**config.mk**
```make
export PLATFORM = sky130hd
export DESIGN_NAME = fat_dir_entry_decode_top
export DESIGN_NICKNAME = d
export VERILOG_FILES = /design/src/hw/rtl/fde_pkg.sv /design/src/hw/rtl/fat_dir_entry_decode_top.sv /design/src/hw/rtl/fde_front.sv /design/src/hw/rtl/fde_queue.sv /design/src/hw/rtl/fde_back.sv
export SDC_FILE = /design/constraint.sdc
export NUM_CORES = 1
export LEC_CHECK = 0
export ABC_AREA = 1
export ABC_CLOCK_PERIOD_IN_PS = 10700
export BUFFER_PORTS_ARGS = -buffer_cell sky130_fd_sc_hd__buf_4
export CELL_PAD_IN_SITES_DETAIL_PLACEMENT = 0
export CELL_PAD_IN_SITES_GLOBAL_PLACEMENT = 1
export CORE_MARGIN = 2
export CORE_UTILIZATION = 51
export DETAILED_ROUTE_END_ITERATION = 10
export PLACE_DENSITY = 0.87
export SLEW_MARGIN = 15
export SYNTH_ARGS = -nofsm -noshare
export SYNTH_HDL_FRONTEND = slang
export SYNTH_SLANG_ARGS = --single-unit
```
**constraint.sdc**
```tcl
create_clock -name clk -period 10.7 [get_ports clk]
set_input_delay 0.535 -clock clk [delete_from_list [all_inputs] [get_ports clk]]
set_output_delay 0.535 -clock clk [all_outputs]
set_load 0.03 [all_outputs]
```
**src/hw/rtl/fde_pkg.sv**
```systemverilog
// Shared types, constants and helpers of the FAT directory entry decoder.
package fde_pkg;

  localparam logic [7:0] MARK_DELETED = 8'hE5;
  localparam logic [7:0] MASK_LFN     = 8'h3F;
  localparam logic [7:0] CODE_LFN     = 8'h0F;
  localparam logic [7:0] MASK_SKIP    = 8'hC8;
  localparam logic [7:0] ATTR_DIR     = 8'h10;
  localparam logic [7:0] BLANK        = 8'h20;
  localparam logic [7:0] CHAR_DOT     = 8'h2E;

  localparam int NAME_LEN  = 11;
  localparam int BASE_LEN  = 8;
  localparam int REC_BYTES = 32;
  localparam int POS_W     = $clog2(REC_BYTES);
  localparam int IDX_W     = $clog2(NAME_LEN + 1);

  localparam int IN_DATA_W  = 8;
  localparam int OUT_DATA_W = 80;

  // One judged record, handed from the collecting side to the emitting side.
  typedef struct packed {
    logic                        eod;
    logic [NAME_LEN-1:0][7:0]    name;
    logic [31:0]                 cluster;
    logic [31:0]                 size;
    logic                        is_dir;
  } fde_desc_t;

  function automatic logic [7:0] lower_char(input logic [7:0] c);
    logic [7:0] r;
    r = c;
    if (c >= 8'h41 && c <= 8'h5A) begin
      r = c + 8'h20;
    end
    return r;
  endfunction

endpackage

```
**src/hw/rtl/fat_dir_entry_decode_top.sv**
```systemverilog
// FAT directory entry decoder: top level joining collector, queue and emitter.
//
// Input channel: one directory byte per word in in_tdata; in_tuser marks a
// word that restarts the scan at record byte 0 and clears the end flag.
// Output channel: one word per name character of a kept 8.3 record, ending
// with a zero character, or a single end-of-directory word (out_tuser high).
// out_tlast marks the final word caused by a record.
// The record's last byte pushes its descriptor into the queue, and the
// emitter then registers the first word on out_tvalid; when the base name and
// extension are blank it first steps through its base, dot and extension
// states. Input runs at one byte per cycle while in_tready is high; a name is
// done well before the next 32-byte record completes unless the receiver stalls.
// If the receiver stalls, the two-entry record queue fills, and in_tready
// then drops only on the byte that would complete another record.
// Reset clears the byte position, end flag, queue count and pointers, and the
// emitter's state, index and out_tvalid; stored bytes and data are not cleared.
module fat_dir_entry_decode_top import fde_pkg::*; (
  input  logic                  clk,
  input  logic                  rst_n,
  input  logic                  in_tvalid,
  output logic                  in_tready,
  input  logic [IN_DATA_W-1:0]  in_tdata,   // [7:0] dir_byte
  input  logic [0:0]            in_tuser,   // [0] restart
  output logic                  out_tvalid,
  input  logic                  out_tready,
  output logic [OUT_DATA_W-1:0] out_tdata,  // [7:0] name_char, [39:8] start_cluster,
                                            // [71:40] file_size, [72] is_directory,
                                            // [73] cluster_invalid, [79:74] zero
  output logic [0:0]            out_tuser,  // [0] status
  output logic                  out_tlast
);

  fde_desc_t   push_desc, head;
  logic        push, pop, empty, full;
  logic        status, is_dir, cl_inv;
  logic [7:0]  name_char;
  logic [31:0] cluster, size;

  fde_front u_front (
    .clk       (clk),
    .rst_n     (rst_n),
    .in_tvalid (in_tvalid),
    .in_tready (in_tready),
    .dir_byte  (in_tdata[7:0]),
    .restart   (in_tuser[0]),
    .q_full    (full),
    .q_push    (push),
    .q_desc    (push_desc)
  );

  fde_queue u_queue (
    .clk       (clk),
    .rst_n     (rst_n),
    .push      (push),
    .push_desc (push_desc),
    .pop       (pop),
    .head      (head),
    .empty     (empty),
    .full      (full)
  );

  fde_back u_back (
    .clk             (clk),
    .rst_n           (rst_n),
    .head            (head),
    .empty           (empty),
    .pop             (pop),
    .out_tvalid      (out_tvalid),
    .out_tready      (out_tready),
    .status          (status),
    .name_char       (name_char),
    .last_in_run     (out_tlast),
    .start_cluster   (cluster),
    .file_size       (size),
    .is_directory    (is_dir),
    .cluster_invalid (cl_inv)
  );

  assign out_tdata = {6'b0, cl_inv, is_dir, size, cluster, name_char};
  assign out_tuser = status;

endmodule

```
**src/hw/rtl/fde_front.sv**
```systemverilog
// Collects directory bytes into 32-byte records and judges each complete record.
module fde_front import fde_pkg::*; (
  input  logic       clk,
  input  logic       rst_n,
  input  logic       in_tvalid,
  output logic       in_tready,
  input  logic [7:0] dir_byte,
  input  logic       restart,
  input  logic       q_full,
  output logic       q_push,
  output fde_desc_t  q_desc
);

  logic [7:0]       rec_r [REC_BYTES];
  logic [POS_W-1:0] pos_r, pos_nxt;
  logic             ended_r, ended_nxt;

  logic             acc;
  logic [POS_W-1:0] eff_pos;
  logic             eff_ended;
  logic             store;
  logic             last_byte;
  logic [7:0]       attr;
  logic             skip;

  // A record can complete only when the queue has room for its descriptor.
  assign in_tready = !(q_full && pos_r == POS_W'(REC_BYTES - 1));
  assign acc       = in_tvalid && in_tready;
  assign eff_pos   = restart ? '0 : pos_r;
  assign eff_ended = restart ? 1'b0 : ended_r;
  assign store     = acc && !eff_ended;
  assign last_byte = store && eff_pos == POS_W'(REC_BYTES - 1);
  assign attr      = rec_r[11];
  assign skip      = rec_r[0] == MARK_DELETED || (attr & MASK_LFN) == CODE_LFN ||
                     (attr & MASK_SKIP) != 8'h00;

  always_comb begin
    pos_nxt   = pos_r;
    ended_nxt = ended_r;
    q_push    = 1'b0;
    if (acc) begin
      pos_nxt   = eff_pos;
      ended_nxt = eff_ended;
    end
    if (store) begin
      pos_nxt = eff_pos + POS_W'(1);
    end
    if (last_byte) begin
      if (rec_r[0] == 8'h00) begin
        ended_nxt = 1'b1;
        q_push    = 1'b1;
      end else if (!skip) begin
        q_push = 1'b1;
      end
    end
  end

  always_comb begin
    q_desc.eod     = rec_r[0] == 8'h00;
    for (int i = 0; i < NAME_LEN; i++) begin
      q_desc.name[i] = rec_r[i];
    end
    q_desc.cluster = {rec_r[21], rec_r[20], rec_r[27], rec_r[26]};
    q_desc.size    = {dir_byte, rec_r[30], rec_r[29], rec_r[28]};
    q_desc.is_dir  = (attr & ATTR_DIR) != 8'h00;
  end

  always_ff @(posedge clk) begin
    if (!rst_n) begin
      pos_r   <= '0;
      ended_r <= 1'b0;
    end else begin
      pos_r   <= pos_nxt;
      ended_r <= ended_nxt;
    end
  end

  always_ff @(posedge clk) begin
    if (store) begin
      rec_r[eff_pos] <= dir_byte;
    end
  end

endmodule

```
**src/hw/rtl/fde_queue.sv**
```systemverilog
// Two-entry queue of judged records between the collecting and emitting sides.
module fde_queue import fde_pkg::*; (
  input  logic      clk,
  input  logic      rst_n,
  input  logic      push,
  input  fde_desc_t push_desc,
  input  logic      pop,
  output fde_desc_t head,
  output logic      empty,
  output logic      full
);

  fde_desc_t  mem_r [2];
  logic       wr_r, wr_nxt;
  logic       rd_r, rd_nxt;
  logic [1:0] cnt_r, cnt_nxt;
  logic       do_push, do_pop;

  assign empty   = cnt_r == 2'd0;
  assign full    = cnt_r == 2'd2;
  assign do_push = push && !full;
  assign do_pop  = pop && !empty;
  assign head    = mem_r[rd_r];

  always_comb begin
    wr_nxt  = do_push ? !wr_r : wr_r;
    rd_nxt  = do_pop ? !rd_r : rd_r;
    cnt_nxt = cnt_r + {1'b0, do_push} - {1'b0, do_pop};
  end

  always_ff @(posedge clk) begin
    if (!rst_n) begin
      wr_r  <= 1'b0;
      rd_r  <= 1'b0;
      cnt_r <= 2'd0;
    end else begin
      wr_r  <= wr_nxt;
      rd_r  <= rd_nxt;
      cnt_r <= cnt_nxt;
    end
  end

  always_ff @(posedge clk) begin
    if (do_push) begin
      mem_r[wr_r] <= push_desc;
    end
  end

endmodule

```
**src/hw/rtl/fde_back.sv**
```systemverilog
// Walks a judged record and emits its formatted 8.3 name one character per word, or one end-of-directory word.
module fde_back import fde_pkg::*; (
  input  logic        clk,
  input  logic        rst_n,
  input  fde_desc_t   head,
  input  logic        empty,
  output logic        pop,
  output logic        out_tvalid,
  input  logic        out_tready,
  output logic        status,
  output logic [7:0]  name_char,
  output logic        last_in_run,
  output logic [31:0] start_cluster,
  output logic [31:0] file_size,
  output logic        is_directory,
  output logic        cluster_invalid
);

  typedef enum logic [1:0] {S_BASE, S_DOT, S_EXT, S_TERM} state_t;

  state_t           state_r, state_nxt;
  logic [IDX_W-1:0] idx_r, idx_nxt;
  logic             valid_r, valid_nxt;
  logic             status_r, status_nxt;
  logic [7:0]       char_r, char_nxt;
  logic             last_r, last_nxt;
  logic [31:0]      clus_r, clus_nxt;
  logic [31:0]      size_r, size_nxt;
  logic             dir_r, dir_nxt;
  logic             inv_r, inv_nxt;

  logic       adv;
  logic [7:0] cur;

  assign adv = !empty && (!valid_r || out_tready);
  assign cur = (idx_r < IDX_W'(NAME_LEN)) ? head.name[idx_r[3:0]] : BLANK;

  always_comb begin
    state_nxt  = state_r;
    idx_nxt    = idx_r;
    valid_nxt  = valid_r && !out_tready;
    status_nxt = status_r;
    char_nxt   = char_r;
    last_nxt   = last_r;
    clus_nxt   = clus_r;
    size_nxt   = size_r;
    dir_nxt    = dir_r;
    inv_nxt    = inv_r;
    pop        = 1'b0;
    if (adv) begin
      if (head.eod) begin
        pop        = 1'b1;
        valid_nxt  = 1'b1;
        status_nxt = 1'b1;
        char_nxt   = 8'h00;
        last_nxt   = 1'b1;
        clus_nxt   = '0;
        size_nxt   = '0;
        dir_nxt    = 1'b0;
        inv_nxt    = 1'b0;
      end else begin
        status_nxt = 1'b0;
        last_nxt   = 1'b0;
        clus_nxt   = head.cluster;
        size_nxt   = head.size;
        dir_nxt    = head.is_dir;
        inv_nxt    = head.cluster < 32'd2;
        case (state_r)
          S_BASE: begin
            if (idx_r < IDX_W'(BASE_LEN) && cur != BLANK) begin
              valid_nxt = 1'b1;
              char_nxt  = lower_char(cur);
              idx_nxt   = idx_r + IDX_W'(1);
            end else begin
              state_nxt = S_DOT;
            end
          end
          S_DOT: begin
            if (head.name[BASE_LEN] != BLANK) begin
              valid_nxt = 1'b1;
              char_nxt  = CHAR_DOT;
            end
            idx_nxt   = IDX_W'(BASE_LEN);
            state_nxt = S_EXT;
          end
          S_EXT: begin
            if (idx_r < IDX_W'(NAME_LEN) && cur != BLANK) begin
              valid_nxt = 1'b1;
              char_nxt  = lower_char(cur);
              idx_nxt   = idx_r + IDX_W'(1);
            end else begin
              state_nxt = S_TERM;
            end
          end
          S_TERM: begin
            valid_nxt = 1'b1;
            char_nxt  = 8'h00;
            last_nxt  = 1'b1;
            pop       = 1'b1;
            idx_nxt   = '0;
            state_nxt = S_BASE;
          end
          default: begin
            state_nxt = S_BASE;
          end
        endcase
      end
    end
  end

  always_ff @(posedge clk) begin
    if (!rst_n) begin
      state_r <= S_BASE;
      idx_r   <= '0;
      valid_r <= 1'b0;
    end else begin
      state_r <= state_nxt;
      idx_r   <= idx_nxt;
      valid_r <= valid_nxt;
    end
    status_r <= status_nxt;
    char_r   <= char_nxt;
    last_r   <= last_nxt;
    clus_r   <= clus_nxt;
    size_r   <= size_nxt;
    dir_r    <= dir_nxt;
    inv_r    <= inv_nxt;
  end

  assign out_tvalid      = valid_r;
  assign status          = status_r;
  assign name_char       = char_r;
  assign last_in_run     = last_r;
  assign start_cluster   = clus_r;
  assign file_size       = size_r;
  assign is_directory    = dir_r;
  assign cluster_invalid = inv_r;

endmodule

```
==> results of run 1 <==
logic make-up after synthesis:
family | count (synthesis)
and+or+nand+nor | 646
adders and majority gates | 14
muxes | 31
other | 1
AOI/OAI and AO/OA | 88
DFF | 550
xor gates and xnor gates | 2
buffers and inverters | 228
worst min-delay path: stages:
cell and delay [ns]:
buf_4 0.08, nor2_1 0.04, inv_1 0.06, a21oi_1 0.07
worst paths after layout:
path | from | endpoint | slack, ns | depth (start not counted)
setup / recovery | u_front.pos_r[0] | u_queue.mem_r[1][117] | 6.28 | 12
hold / removal | out_tready | u_back.out_tvalid | 0.27 | 4
setup reg to reg | u_front.pos_r[0] | u_queue.mem_r[1][117] | 6.28 | 12
hold reg to reg | u_front.rec_r[26][3] | u_queue.mem_r[1][36] | 0.44 | 0
per-layer routing:
layer	track usage, %	vias to the layer above	wire length, microns
met4	6.30	0	1000
met5	0	-	0
li1	-	5505	-
met3	3.17	71	2400
met1	25.7	5635	17100
met2	32.9	351	20300
sequential cells by signal, summed over array words and instances, names as in the netlist, named ones only:
name and count:
u_queue.mem_r 308, u_front.rec_r 148, u_back.file_size 32, u_back.start_cluster 32, u_back.name_char 8, u_front.pos_r 5, u_back.idx_r 4, u_back.state_r 2
u_queue.cnt_r 2, u_back.cluster_invalid 1, u_back.is_directory 1, u_back.last_in_run 1, u_back.out_tvalid 1, u_back.status 1, u_front.ended_r 1, u_queue.rd_r 1
u_queue.wr_r 1
per-stage QoR:
stage	setup WS (ns)	util [%]	std cells	hold slack [ns]	power (mW)
6_report	6.28	58.3	2235	0.269	4.19
5_1_grt	5.96	58.3	2235	0.279	4.29
4_1_cts	6.25	58.3	2235	0.253	4.21
3_5_place_dp	5.95	54.1	2139	0.429	2.43
3_3_place_gp	6.03	54.1	2139	0.421	2.43
2_1_floorplan	2.02	-	1565	0.421	2.40
where the power goes:
group / leakage [nW] / switching (mW) / internal, mW
Clock: 0.813 / 0.761 / 1.04
Combinational: 3.16 / 0.0303 / 0.00535
Sequential: 4.94 / 0.00370 / 2.34
layout make-up:
class,instances,area (sq um)
flip-flops and latches,550,16300
well taps,532,666
repair buffers,101,758
clock buffers,66,1380
inverters,169,639
multi-input cells,787,3600
clock inverters,30,318
fillers,3009,16900
synth_stat cells (2+ instances only):
| master | count |
|---|---|
| nand3_1 | 77 |
| o21ai_1 | 11 |
| nor2_2 | 3 |
| buf_4 | 16 |
| o21ai_0 | 38 |
| a21oi_1 | 33 |
| inv_1 | 165 |
| nor3b_1 | 2 |
| buf_1 | 5 |
| edfxtp_1 | 532 |
| nor4_1 | 4 |
| inv_4 | 2 |
| ha_1 | 14 |
| buf_2 | 14 |
| dfxtp_1 | 18 |
| xor2_1 | 2 |
| nand4_1 | 10 |
| clkbuf_1 | 17 |
| nor3_1 | 5 |
| mux2i_1 | 31 |
| nor2_1 | 150 |
| buf_6 | 7 |
| inv_2 | 2 |
| nand2_1 | 389 |
==> metrics, run 1 <==
pwr dens 177 nW/um^2; Synth Area in Simple Gates 12.4%; DPL Wire Length 23600 microns; # diodes 0; Crit Path Max Fanout 69; worst skew pair latency 0.58 ns; # IOs 97; CTS root buffer clkbuf_16; Max Freq 226 MHz; vias in the first global route 11.3k; Area Growth Syn to Fin 13.5%; main combinational cell family by area after synthesis simple AND/OR/NAND/NOR gates; most frequent cells in the layout edfxtp_1 (532), nand2_1 (389), inv_1 (164); status complete, no violations; Post CTS Setup Buffer Count 0; Compound-Gate Fraction of Synth Area 2.20%; CTS tree built; Slew Viols, Final 0; DIE WIDTH 206 microns; # Max-Cap Violations 0; post-synth top area share 76.5%; worst min path class input pin to flip-flop; CP Launch Type flip-flop; die area 42600 sq um; worst-case vdd ir drop 0.106 mV; Finish-stage setup viols 0; Post-synth EDFFs 532; share of cells above drive strength 1 11.5%; Routed WL per cell 18.3 microns; Slowest cell on crit path buf_4; sequential area share after synthesis 78.2%; Final ANT Viol Nets 0; CP Buf/Inv Count 5; pin count of the biggest net entering global routing 89; Cell variety after synth 37; unrepaired setup endpoints after global routing false; post_cts resized 0; vias per inst 5.17; most frequent cell on the critical path inv_1; first-pass GRT wire length 62300 microns; Port Buffers 90; CTS buffer count 51; leading area contributor after synthesis edfxtp_1; via count 11.6k; Clock Tree Buf Depth 3; Setup TNS 0 ns; commonest non-fill, non-tap cell in the layout edfxtp_1; Synth async-reset ratio 0%; critical path arrival 4.60 ns; WL final 40800 microns; final instance area 23700 sq um; Worst Skew 0.0271 ns; Worst-Margin Slew 1.02 ns; top post-synthesis cells by area edfxtp_1 (76%), nand2_1 (7.0%), inv_1 (3.0%); Synth Flop Type edfxtp_1; # nets final 1687; Syn Inst Count 1560; clk sink count 550; grt ovf 0; DRC violations left 0; Final Hold Vio Count 0; row count 74; Post-Synth Adder-Cell Area 0.838%; Tmin final 4.42 ns; Worst path max stage delay 0.87 ns; Period Utilization, post-route 41.3%; classification of the worst setup path flip-flop to flip-flop; slew margin rel. 32.0%; xor/xnor share of the synthesized area 0.0838%; mean post-synth cell area 13.4 sq um; H-tree depth 2; Die Height 206 microns; DRT iter0 DRCs 1028; drt pass-1 iters 5; mux contribution to synthesized area 1.49%; initial antenna violation count 0; Crit. End Element flip-flop; Initial Utilization 51.4%; post-synthesis register bit count 550; Pleak 8.91 nW; GRT Util Overall 19.4%; Area after DPL 22000 sq um; CTS Hold Buffers Added 0; Yosys warning count 0; delay-heaviest family, CP buffers and inverters; Critical Path RT 10.89 ns; Core Box Area 40600 sq um; clock-pin slew on the worst setup and hold paths 0.06 ns; Syn Std Cell Area 20900 sq um; RePlAce Congestion 0.809; crit-path cells inv_1, nor2_1, ha_1, inv_1, nor3_1, ha_1, nand2_1, nor2_1, inv_1, nor2_4, buf_4, buf_4
No activity file was read; power rests on OpenSTA's default activity.
==> inputs of run 2 (changes only) <==
- ABC_CLOCK_PERIOD_IN_PS: 10700 -> 3900
- CORE_UTILIZATION: 51 -> 46
- PLACE_DENSITY: 0.87 -> 0.84
- clock period: 10.7 -> 3.9 ns (I/O delays scaled with it)
==> run 2 against run 1 <==
- clock skew is 0.0068 ns higher
- routed wire length rose by 4.3%
- power rose to 2.9 times the previous value
- critical path type unchanged
- highest routed layer unchanged
- clock power grew to 3.1 times the previous value
- flip-flop and latch count did not move
- die area increased by 11%
- non-clock buffer count increased by 14
- critical path depth rose by 5
==> metrics, run 2 (synthesized netlist as in run 1, its figures left out) <==
status complete, no violations; Routed WL per cell 18.3 microns; DRC violations left 0; Clock Tree Buf Depth 3; Tmin final 3.09 ns; Comb pwr share 0.9%; initial antenna violation count 0; CTS tree built; critical path arrival 3.33 ns; Final Non-Filler Cells 2319; DRT iter0 DRCs 1242; FF+latch area 16300 sq um; clock-pin slew on the worst setup and hold paths 0.07 ns; via count 11.6k; number of flip-flops in the largest register 308; Final ANT Viol Nets 0; worst min path class input pin to flip-flop; P_int 9.75 mW; Worst Skew 0.0339 ns; die area 47100 sq um; commonest non-fill, non-tap cell in the layout edfxtp_1; clock power share 45.7%; RePlAce Congestion 0.914; vias per inst 5.02; Core Box Area 45100 sq um; worst skew pair latency 0.61 ns; worst hold slack 0.0421 ns; Critical Path RT 4.13 ns; WL final 42500 microns; Slew Viols, Final 0; most frequent cell on the critical path nand2_1; Crit Path Max Fanout 37; # Max-Cap Violations 0; classification of the worst setup path flip-flop to flip-flop; Crit. End Element flip-flop; Largest regs u_queue.mem_r x308, u_front.rec_r x148; clk sink count 550; Max Freq 323 MHz; row count 78; most frequent cells in the layout edfxtp_1 (532), nand2_1 (389), inv_1 (163); DIE WIDTH 217 microns; Worst path max stage delay 0.52 ns; Port Buffers 90; Pleak 9.09 nW; Post-Place Cells 2214; CTS buffer count 52; share of cells above drive strength 1 12.6%; crit-path cells buf_4, nand2_1, inv_1, nand2_1, a21oi_1, nor2_1, nand2_1, nand3_1, nand2_1, inv_1, nand2_1, nor2_1, nand2_1, nand2_1, nand2_1, nand2_1, a21oi_1; share of total power in sequential cells 53.4%; Initial Utilization 46.3%; Psw 2.30 mW; vias in the first global route 11.5k; unrepaired setup endpoints after global routing false; Top reg by flops u_queue.mem_r; fill count 3667; DPL Wire Length 25000 microns; Tot Pwr 12.0 mW; CP Launch Type flip-flop; Post CTS Setup Buffer Count 0; # diodes 0; CTS root buffer clkbuf_16; Slowest cell on crit path a21oi_1; worst-case vdd ir drop 0.385 mV; # IOs 97; pin count of the biggest net entering global routing 96; Finish-stage setup viols 0; Sw Ratio 19.1%; GRT Util Overall 18.2%; Final Hold Vio Count 0; slew margin rel. 24.4%; Area Growth Syn to Fin 15.8%; grt ovf 0; drt pass-1 iters 5; final core area utilization 53.7%; H-tree depth 2; first-pass GRT wire length 64900 microns; Die Height 217 microns; multi-input logic area 3600 sq um; # nets final 1702; Worst-Margin Slew 1.13 ns; pwr dens 498 nW/um^2; Period Utilization, post-route 79.3%
run 2: cell count changes in the layout (fill, tap and decap cells not counted), sizes merged:
cell         before  now
clkinv           16   15
dlygate4sd3       0    7
inv             171  172
bufinv            5   12
clkinvlp          7    9
buf             101  108
clkbuf           66   59
run 2: layout make-up:
cell class | instances | share of cell area (%)
timing repair buffer | 115 | 3.90
tap | 600 | 3.10
inverter | 169 | 2.64
clock inverter | 39 | 2.42
sequential | 550 | 67.5
multi-input combinational | 787 | 14.9
clock buffer | 59 | 5.53
run 2: what timing repair did:
item,in CTS,in global routing
hold buffers,7,0
resized for setup,0,0
endpoints found under the hold margin,30,0
run 2: path summary, 6_finish.rpt:
check,startpoint,end,slack [ns],cells after the start
min reg2reg,u_front.rec_r[4][6],u_queue.mem_r[0][103],0.42,0
min,in_tdata[3],u_front.rec_r[21][3],0.04,1
max reg2reg,u_back.idx_r[0],u_back.name_char[4],0.81,17
max,u_back.idx_r[0],u_back.name_char[4],0.81,17
run 2: worst max-delay path: cells and delay by family (launching register included):
family                 cells  cell delay, ns
buffers and inverters      3            0.65
AND/OR/NAND/NOR           12            1.04
flip-flops                 1            0.38
AO/OA/AOI/OAI              2            0.64
run 2: per-stage QoR:
| stage | setup WS, ns | setup TNS, ns | instance area [sq um] |
|---|---|---|---|
| 2_1_floorplan | -0.195 | -55.63 | 20900 |
| 3_3_place_gp | 0.907 | 0 | 22200 |
| 6_report | 0.807 | 0 | 24200 |
| 4_1_cts | 0.787 | 0 | 24200 |
| 3_5_place_dp | 0.821 | 0 | 22200 |
| 5_1_grt | 0.260 | 0 | 24200 |
run 2: routing by layer:
layer  track usage [%]  share of wire, %  vias to the layer above
met5                 0                 0                        -
met4              5.50               2.3                        0
met3              3.42               6.0                       73
met2              30.8                49                      322
met1              24.0                42                     5714
li1                  -                 -                     5532
run 2: power groups by stage:
stage	logic, mW	registers (mW)	clock network [mW]
final	0.104	6.44	5.51
after global routing	0.112	6.44	5.83
after CTS	0.106	6.44	5.60
after detailed placement	0.101	6.56	0
after global placement	0.0991	6.56	0
after floorplan	0.0348	6.56	0
